File: src/design/tarwq_pkg.sv
// ----------------------------------------------------------------------------
// tarwq_pkg: task ready and wait queue types
// Beat payloads and operation/status codes shared by the queue engine.
// ----------------------------------------------------------------------------
package tarwq_pkg;

	localparam logic [1:0] FUNC_CREATE   = 2'd0;
	localparam logic [1:0] FUNC_SCHEDULE = 2'd1;
	localparam logic [1:0] FUNC_SLEEP    = 2'd2;
	localparam logic [1:0] FUNC_WAKEUP   = 2'd3;

	localparam logic [1:0] STAT_OK    = 2'd0;
	localparam logic [1:0] STAT_EMPTY = 2'd1;
	localparam logic [1:0] STAT_FULL  = 2'd2;

	typedef struct packed {
		logic [1:0] func;
		logic [2:0] channel;
		logic [3:0] current_task;
	} req_t;

	typedef struct packed {
		logic [3:0] task_id;
		logic [1:0] status;
	} rsp_t;

endpackage

File: src/design/task_ready_and_wait_queues.sv
// ----------------------------------------------------------------------------
// task_ready_and_wait_queues: kernel queue engine for task IDs
// Ready queue and per-channel wait queues, kept as FIFO linked lists in a
// link memory, with wait-queue heads in a second memory.
// ----------------------------------------------------------------------------
//
//  Channel | Direction | Handshake          | Beat
//  --------+-----------+--------------------+-------------------------------
//  req     | in        | req_valid/req_stall| func, channel, current_task
//  rsp     | out       | rsp_valid/rsp_stall| task_id, status
//
// One request beat is worked on at a time; its response beat is offered
// in S_DONE once the operation ends, and leaves when not stalled. The next
// request is taken in the cycle after the response is loaded. The response
// time is set by the tail walk of an append, which follows one link per
// cycle through the single read port of the link memory.
// Reset clears the heads, the allocation count and the wait-head valid
// bits at once; there is no clearing pass. A stalled response beat is held
// in the output register while the next request is already taken.
module task_ready_and_wait_queues #(
	parameter int NUM_TASKS    = 15,
	parameter int NUM_CHANNELS = 8
) (
	input  logic             clk,
	input  logic             arst_n,
	input  logic             req_valid,
	output logic             req_stall,
	input  tarwq_pkg::req_t  req,
	output logic             rsp_valid,
	input  logic             rsp_stall,
	output tarwq_pkg::rsp_t  rsp
);
	import tarwq_pkg::*;

	// ID and channel index widths
	localparam int IW = (NUM_TASKS > 1) ? $clog2(NUM_TASKS + 1) : 1;
	localparam int CW = (NUM_CHANNELS > 1) ? $clog2(NUM_CHANNELS) : 1;
	localparam logic [IW-1:0] NT      = IW'(NUM_TASKS);
	localparam logic [IW-1:0] NT_LAST = IW'(NUM_TASKS - 1);

	typedef enum logic [2:0] {
		S_IDLE,
		S_AP_START,
		S_AP_WALK,
		S_AP_CLR,
		S_POP_START,
		S_POP_RD,
		S_DONE
	} state_t;

	function automatic logic id_ok(input logic [IW-1:0] v);
		return (v != '0) && (v <= NT);
	endfunction

	// channel modulo NUM_CHANNELS on a 3-bit value, by repeated subtraction
	function automatic logic [CW-1:0] ch_mod(input logic [2:0] c_in);
		logic [2:0] c;
		c = c_in;
		for (int i = 0; i < 7; i++) begin
			if (int'(c) >= NUM_CHANNELS) begin
				c = c - 3'(NUM_CHANNELS);
			end
		end
		return CW'(c);
	endfunction

	// control state
	state_t          state_q, state_d;
	logic [1:0]      op_q, op_d;
	logic            tgt_ready_q, tgt_ready_d;
	logic [IW-1:0]   alloc_q, alloc_d;
	logic [IW-1:0]   ready_head_q, ready_head_d;
	logic            whv_q [NUM_CHANNELS];
	logic            rsp_valid_q, rsp_valid_d;
	rsp_t            rsp_q, rsp_d;

	// working registers
	logic [CW-1:0]   ch_q, ch_d;
	logic [IW-1:0]   app_id_q, app_id_d;
	logic [IW-1:0]   walk_q, walk_d;
	logic [IW-1:0]   steps_q, steps_d;
	logic [IW-1:0]   res_id_q, res_id_d;
	logic [1:0]      res_st_q, res_st_d;

	// link memory
	logic [IW-1:0]   nl_mem [NUM_TASKS + 1];
	logic            nl_we, nl_re;
	logic [IW-1:0]   nl_waddr, nl_wdata, nl_raddr;
	logic [IW-1:0]   nl_rd_q;

	// wait-head memory
	logic [IW-1:0]   wh_mem [NUM_CHANNELS];
	logic            wh_we, wh_re;
	logic [IW-1:0]   wh_wdata;
	logic [CW-1:0]   wh_raddr;
	logic [IW-1:0]   wh_rd_q;
	logic            whv_rd_q;

	logic [IW-1:0]   head_cur;
	logic            cur_ok;
	logic            ap_end, pop_end;
	logic [IW-1:0]   pop_top;
	logic            head_we;
	logic [IW-1:0]   head_val;

	assign req_stall = (state_q != S_IDLE);
	assign rsp_valid = rsp_valid_q;
	assign rsp       = rsp_q;

	// head of the queue being worked on
	assign head_cur = tgt_ready_q ? ready_head_q : (whv_rd_q ? wh_rd_q : '0);
	assign cur_ok   = (req.current_task != 4'd0) &&
	                  (9'(req.current_task) <= 9'(NUM_TASKS));

	always_comb begin
		state_d     = state_q;
		op_d        = op_q;
		tgt_ready_d = tgt_ready_q;
		alloc_d     = alloc_q;
		ch_d        = ch_q;
		app_id_d    = app_id_q;
		walk_d      = walk_q;
		steps_d     = steps_q;
		res_id_d    = res_id_q;
		res_st_d    = res_st_q;
		rsp_d       = rsp_q;
		rsp_valid_d = rsp_valid_q && rsp_stall;
		nl_we       = 1'b0;
		nl_waddr    = '0;
		nl_wdata    = '0;
		nl_re       = 1'b0;
		nl_raddr    = '0;
		wh_re       = 1'b0;
		wh_raddr    = ch_mod(req.channel);
		head_we     = 1'b0;
		head_val    = '0;
		ap_end      = 1'b0;
		pop_end     = 1'b0;
		pop_top     = '0;

		unique case (state_q)
			S_IDLE: begin
				if (req_valid) begin
					// fetch the channel's wait head alongside the decode
					op_d  = req.func;
					ch_d  = ch_mod(req.channel);
					wh_re = 1'b1;
					unique case (req.func)
						FUNC_CREATE: begin
							if (alloc_q == NT) begin
								res_id_d = '0;
								res_st_d = STAT_FULL;
								state_d  = S_DONE;
							end else begin
								// slots are never freed: the lowest free one is the count plus one
								alloc_d     = alloc_q + 1'b1;
								app_id_d    = alloc_q + 1'b1;
								res_id_d    = alloc_q + 1'b1;
								res_st_d    = STAT_OK;
								tgt_ready_d = 1'b1;
								state_d     = S_AP_START;
							end
						end
						FUNC_SCHEDULE: begin
							tgt_ready_d = 1'b1;
							state_d     = S_POP_START;
						end
						FUNC_SLEEP: begin
							tgt_ready_d = 1'b0;
							app_id_d    = cur_ok ? IW'(req.current_task) : '0;
							state_d     = S_AP_START;
						end
						FUNC_WAKEUP: begin
							tgt_ready_d = 1'b0;
							state_d     = S_POP_START;
						end
						default: begin
							state_d = S_IDLE;
						end
					endcase
				end
			end

			S_AP_START: begin
				if (!id_ok(app_id_q)) begin
					ap_end = 1'b1;
				end else if (!id_ok(head_cur)) begin
					// empty queue: the new ID becomes the head
					head_we  = 1'b1;
					head_val = app_id_q;
					state_d  = S_AP_CLR;
				end else if (head_cur == app_id_q) begin
					ap_end = 1'b1;
				end else begin
					nl_re    = 1'b1;
					nl_raddr = head_cur;
					walk_d   = head_cur;
					steps_d  = '0;
					state_d  = S_AP_WALK;
				end
			end

			S_AP_WALK: begin
				if (!id_ok(nl_rd_q)) begin
					// tail found: link the new ID behind it
					nl_we    = 1'b1;
					nl_waddr = walk_q;
					nl_wdata = app_id_q;
					state_d  = S_AP_CLR;
				end else if (steps_q == NT_LAST) begin
					// walk bound reached: drop the append
					ap_end = 1'b1;
				end else if (nl_rd_q == app_id_q) begin
					// already queued
					ap_end = 1'b1;
				end else begin
					nl_re    = 1'b1;
					nl_raddr = nl_rd_q;
					walk_d   = nl_rd_q;
					steps_d  = steps_q + 1'b1;
				end
			end

			S_AP_CLR: begin
				nl_we    = 1'b1;
				nl_waddr = app_id_q;
				nl_wdata = '0;
				ap_end   = 1'b1;
			end

			S_POP_START: begin
				if (!id_ok(head_cur)) begin
					head_we  = 1'b1;
					head_val = '0;
					pop_end  = 1'b1;
					pop_top  = '0;
				end else begin
					nl_re    = 1'b1;
					nl_raddr = head_cur;
					walk_d   = head_cur;
					state_d  = S_POP_RD;
				end
			end

			S_POP_RD: begin
				// advance the head and unlink the popped task
				head_we  = 1'b1;
				head_val = id_ok(nl_rd_q) ? nl_rd_q : '0;
				nl_we    = 1'b1;
				nl_waddr = walk_q;
				nl_wdata = '0;
				pop_end  = 1'b1;
				pop_top  = walk_q;
			end

			S_DONE: begin
				if (!rsp_valid_q || !rsp_stall) begin
					rsp_d.task_id = 4'(res_id_q);
					rsp_d.status  = res_st_q;
					rsp_valid_d   = 1'b1;
					state_d       = S_IDLE;
				end
			end

			default: begin
				state_d = S_IDLE;
			end
		endcase

		// end of an append: sleep goes on to schedule, the rest report
		if (ap_end) begin
			if (op_q == FUNC_SLEEP) begin
				tgt_ready_d = 1'b1;
				state_d     = S_POP_START;
			end else begin
				state_d = S_DONE;
			end
		end

		// end of a pop: wakeup moves the task to the ready queue
		if (pop_end) begin
			res_id_d = pop_top;
			res_st_d = (pop_top == '0) ? STAT_EMPTY : STAT_OK;
			if ((op_q == FUNC_WAKEUP) && (pop_top != '0)) begin
				app_id_d    = pop_top;
				tgt_ready_d = 1'b1;
				state_d     = S_AP_START;
			end else begin
				state_d = S_DONE;
			end
		end
	end

	// route head updates to the ready head or the wait-head memory
	always_comb begin
		ready_head_d = ready_head_q;
		wh_we        = 1'b0;
		wh_wdata     = head_val;
		if (head_we) begin
			if (tgt_ready_q) begin
				ready_head_d = head_val;
			end else begin
				wh_we = 1'b1;
			end
		end
	end

	always_ff @(posedge clk or negedge arst_n) begin
		if (!arst_n) begin
			state_q      <= S_IDLE;
			op_q         <= FUNC_CREATE;
			tgt_ready_q  <= 1'b0;
			alloc_q      <= '0;
			ready_head_q <= '0;
			rsp_valid_q  <= 1'b0;
			rsp_q        <= '0;
			for (int i = 0; i < NUM_CHANNELS; i++) begin
				whv_q[i] <= 1'b0;
			end
		end else begin
			state_q      <= state_d;
			op_q         <= op_d;
			tgt_ready_q  <= tgt_ready_d;
			alloc_q      <= alloc_d;
			ready_head_q <= ready_head_d;
			rsp_valid_q  <= rsp_valid_d;
			rsp_q        <= rsp_d;
			if (wh_we) begin
				whv_q[ch_q] <= 1'b1;
			end
		end
	end

	always_ff @(posedge clk) begin
		ch_q     <= ch_d;
		app_id_q <= app_id_d;
		walk_q   <= walk_d;
		steps_q  <= steps_d;
		res_id_q <= res_id_d;
		res_st_q <= res_st_d;
	end

	// link memory: one write port, one registered read port
	always_ff @(posedge clk) begin
		if (nl_we) begin
			nl_mem[nl_waddr] <= nl_wdata;
		end
		if (nl_re) begin
			nl_rd_q <= nl_mem[nl_raddr];
		end
	end

	// wait-head memory; an entry never written reads as empty via its valid bit
	always_ff @(posedge clk) begin
		if (wh_we) begin
			wh_mem[ch_q] <= wh_wdata;
		end
		if (wh_re) begin
			wh_rd_q  <= wh_mem[wh_raddr];
			whv_rd_q <= whv_q[wh_raddr];
		end
	end

endmodule

File: config.mk
export PLATFORM = sky130hd
export DESIGN_NAME = task_ready_and_wait_queues
export DESIGN_NICKNAME = d
export VERILOG_FILES = /design/src/design/tarwq_pkg.sv /design/src/design/task_ready_and_wait_queues.sv
export SDC_FILE = /design/constraint.sdc
export NUM_CORES = 1
export LEC_CHECK = 0
export ABC_AREA = 1
export BUFFER_PORTS_ARGS = -buffer_cell sky130_fd_sc_hd__buf_2
export CAP_MARGIN = 25
export CORE_MARGIN = 2
export CORE_UTILIZATION = 30
export DETAILED_ROUTE_END_ITERATION = 10
export PLACE_DENSITY = 0.49
export SLEW_MARGIN = 20
export SYNTH_ARGS = -nofsm -noshare
export SYNTH_HDL_FRONTEND = slang
export SYNTH_SLANG_ARGS = --single-unit
File: constraint.sdc
create_clock -name clk -period 2.35 [get_ports clk]
set_input_delay 0.47 -clock clk [delete_from_list [all_inputs] [get_ports clk]]
set_output_delay 0.47 -clock clk [all_outputs]
set_load 0.03 [all_outputs]
==> flow_metrics.tcl <==
set metrics [dict create \
    status "complete, no violations" \
    gp_congestion 0.8157 \
    grt_antenna_before_repair 0 \
    yosys-top-cells-area "edfxtp_1 50%, dfrtp_1 10%, nand3_1 7.6%, nand2_1 7.0%, nor2_1 3.8%" \
    cp-start-kind "flop" \
    rsz0062_at_grt "yes" \
    wl_per_cell_um 16.23 \
    cpMostUsedCell "nand2_2" \
    dpl.cell_count 1111 \
    setup_ws_ns 0.09599 \
    die-area_um2 25500 \
    cts_tree "yes" \
    yosys.cell_types.count 46 \
    grt_first_pass_wirelength_mm 29.50 \
    overflow 0 \
    holdBufCountCts 0 \
    fin_crit_sh_pct 95.92 \
    synthArstFlopShare_pct 18.71 \
    clockRootBuffer "clkbuf_16" \
    regArea_um2 4471 \
    num_rows 56 \
    tns_ns 0 \
    cpMaxStageDelayCell "edfxtp_1" \
    ys_seq_area_share_pct 61.47 \
    finalNetCount 832 \
    path_cells "nand2_1 -> nand2_1 -> nand2_2 -> nand2_2 -> nor2_4 -> inv_2 -> nor2_1 -> a21oi_2 -> nor2_2 -> nand2_2 -> nor2_2" \
    start_util_pct 30.79 \
    vdd_drop_max_mv 0.4436 \
    grt_max_degree 33 \
    maxSlewViolCount 0 \
    synth_top_cell_area_share_pct 50.39 \
    skew_ns 0.01785 \
    post_dp_cell_area_um2 8229 \
    clk_pin_slew_ns 0.08 \
    finalNonFillerCells 1148 \
    antenna_left 0 \
    max_slew_margin_pct 48.64 \
    power.total_mw 11.78 \
    critPathKind "reg -> reg" \
    r2r-start "whv_rd_q" \
    power_density_nw_per_um2 1311 \
    synth_fp_nets 732 \
    drv_cap 0 \
    cp_max_fo 7 \
    synth_edf_count 122 \
    leakage_nw 3.662 \
    hpwl_mm 13.11 \
    design.core.area_um2 23610 \
    viasPerCell 4.662 \
    reg2reg_to "wh_mem[0][2]" \
    numPortBuffers 20 \
    ioPinCount 21 \
    dieWidth_um 159.7 \
    hold_viol 0 \
    crit_family "simple AND/OR/NAND/NOR gates" \
    clock.fmax_mhz 443.7 \
    cp_data_arrival_time_ns 2.36 \
    startpoint "whv_rd_q" \
    crit_cells 11 \
    multi_input_area_um2 2510 \
    place_ws_ns -0.03472 \
    cts_buffer_depth 2 \
    clkLatencyLatePin_ns 0.44 \
    area_growth_pct 23.56 \
    die_h_um 159.7 \
    routed-via-count 5352 \
    design_area_um2 8984 \
    drc 0 \
    drive_above_1_share_pct 24.97 \
    drt_iter0_drc 348 \
    yosysWarningCount 0 \
    r2r_cells 11 \
    cts_num_sinks 155 \
    yosys.area.top_type "edfxtp_1" \
    setup_viol 0 \
    hold_ws_ns 0.09323 \
    critPathCaptureType "flop" \
    fillers 2341 \
    cts-buffers-inserted 17 \
    cp.required_ns 2.46 \
    holdCritPathClass "in -> async" \
    drtPass1Iterations 5 \
    synth_ff_type "edfxtp_1" \
    max_stage_delay_ns 0.48 \
    rrSetupSlack_ns 0.1 \
    avgSynthCellArea_um2 10.15 \
    worst_pin_slew_ns 0.7705 \
    ctsHtreeMaxLevel 4 \
    post-route-util_pct 38.05 \
    diodes 0 \
    synthCells 716 \
    synth-seq-cells 155 \
    grt_pass1_vias 5379 \
    grtUsageTotal_pct 14.99 \
    crit_end "wh_mem[0][2]" \
    path_buf_inv 1 \
    finalCriticalPeriod_ns 2.254 \
    syn_area_um2 7271 \
    drt-total-wl_mm 18.64 \
]
## kinds of logic after synthesis
family / count (synthesis) / synth area share (%)
flip-flops: 155 / 61.47
AO/OA/AOI/OAI: 96 / 7.486
adder cells (fa/ha/maj): 3 / 0.5163
AND/OR/NAND/NOR: 370 / 23.90
XOR/XNOR: 5 / 0.6024
multiplexers: 6 / 0.9292
buffers and inverters: 81 / 5.094
## state kept, by name, indices dropped and copies added, names as in the netlist, 3 cells and up
register and count:
steps_q 4, nl_mem 64, ready_head_q 4, res_id_q 4
rsp 6, alloc_q 4, state_q 3, walk_q 4
ch_q 3, whv_q 8, nl_rd_q 4, wh_rd_q 4
wh_mem 32, app_id_q 4
## what timing repair did
action / CTS / global route
cloned: 0 / 1
resized for setup: 3 / 24
setup buffers: 0 / 4
pin swaps: 0 / 3
setup endpoints to repair: 24 / 106
## placed cells by master, fill, tap and decap left out, drive strengths merged, types with 3 or more instances in the layout
master    n
nor4      4
a31oi     6
or2       6
xor2      3
nand3   111
o21ai    55
clkinv   12
clkbuf   17
a21oi    18
inv      64
o22ai     7
nand2   150
ha        3
buf     100
dfrtp    29
nand4     3
edfxtp  122
mux2      6
nor2     95
dfxtp     4
## worst min path at each step
stage | startpoint | to | slack [ns] | depth (start not counted)
final | arst_n | whv_q[7] | 0.09 | 1
after global routing | arst_n | whv_q[7] | 0.13 | 1
after CTS | arst_n | whv_q[6] | 0.11 | 1
after detailed placement | whv_q[7] | whv_q[7] | 0.45 | 1
after global placement | whv_q[5] | whv_q[5] | 0.45 | 2
after floorplan | arst_n | alloc_q[0] | 0.17 | 0
## final cells by class
| cell class | count | area share, % |
|---|---|---|
| clock buffers | 17 | 4.735 |
| clock inverters | 15 | 2.131 |
| inverters | 61 | 2.827 |
| multi-input cells | 481 | 27.94 |
| flip-flops and latches | 155 | 49.76 |
| well taps | 319 | 4.443 |
| repair buffers | 100 | 8.162 |
## synth_stat cells (7+ instances only)
| cell | instances |
|---|---|
| a21oi_1 | 13 |
| dfrtp_1 | 29 |
| edfxtp_1 | 122 |
| inv_1 | 47 |
| inv_2 | 8 |
| nand2_1 | 135 |
| nand2_2 | 10 |
| nand3_1 | 110 |
| nor2_1 | 74 |
| nor2_2 | 15 |
| o21ai_0 | 52 |
| o22ai_1 | 7 |
## power breakdown
group          leakage [nW]  total, mW  switching, mW  internal, mW
Clock                 0.298       2.79           1.34          1.45
Combinational          1.78       4.98           3.14          1.84
Sequential             1.59       4.01          0.341          3.67
## layer usage
layer / vias to the layer above / track usage [%] / routed length [µm]
met2: 94 / 24.40 / 8820
li1: 2680 / - / -
met5: - / 0 / 0
met4: 0 / 4.711 / 223
met1: 2564 / 20.42 / 9057
met3: 14 / 2.597 / 533
No activity file was read; power rests on OpenSTA's default activity.
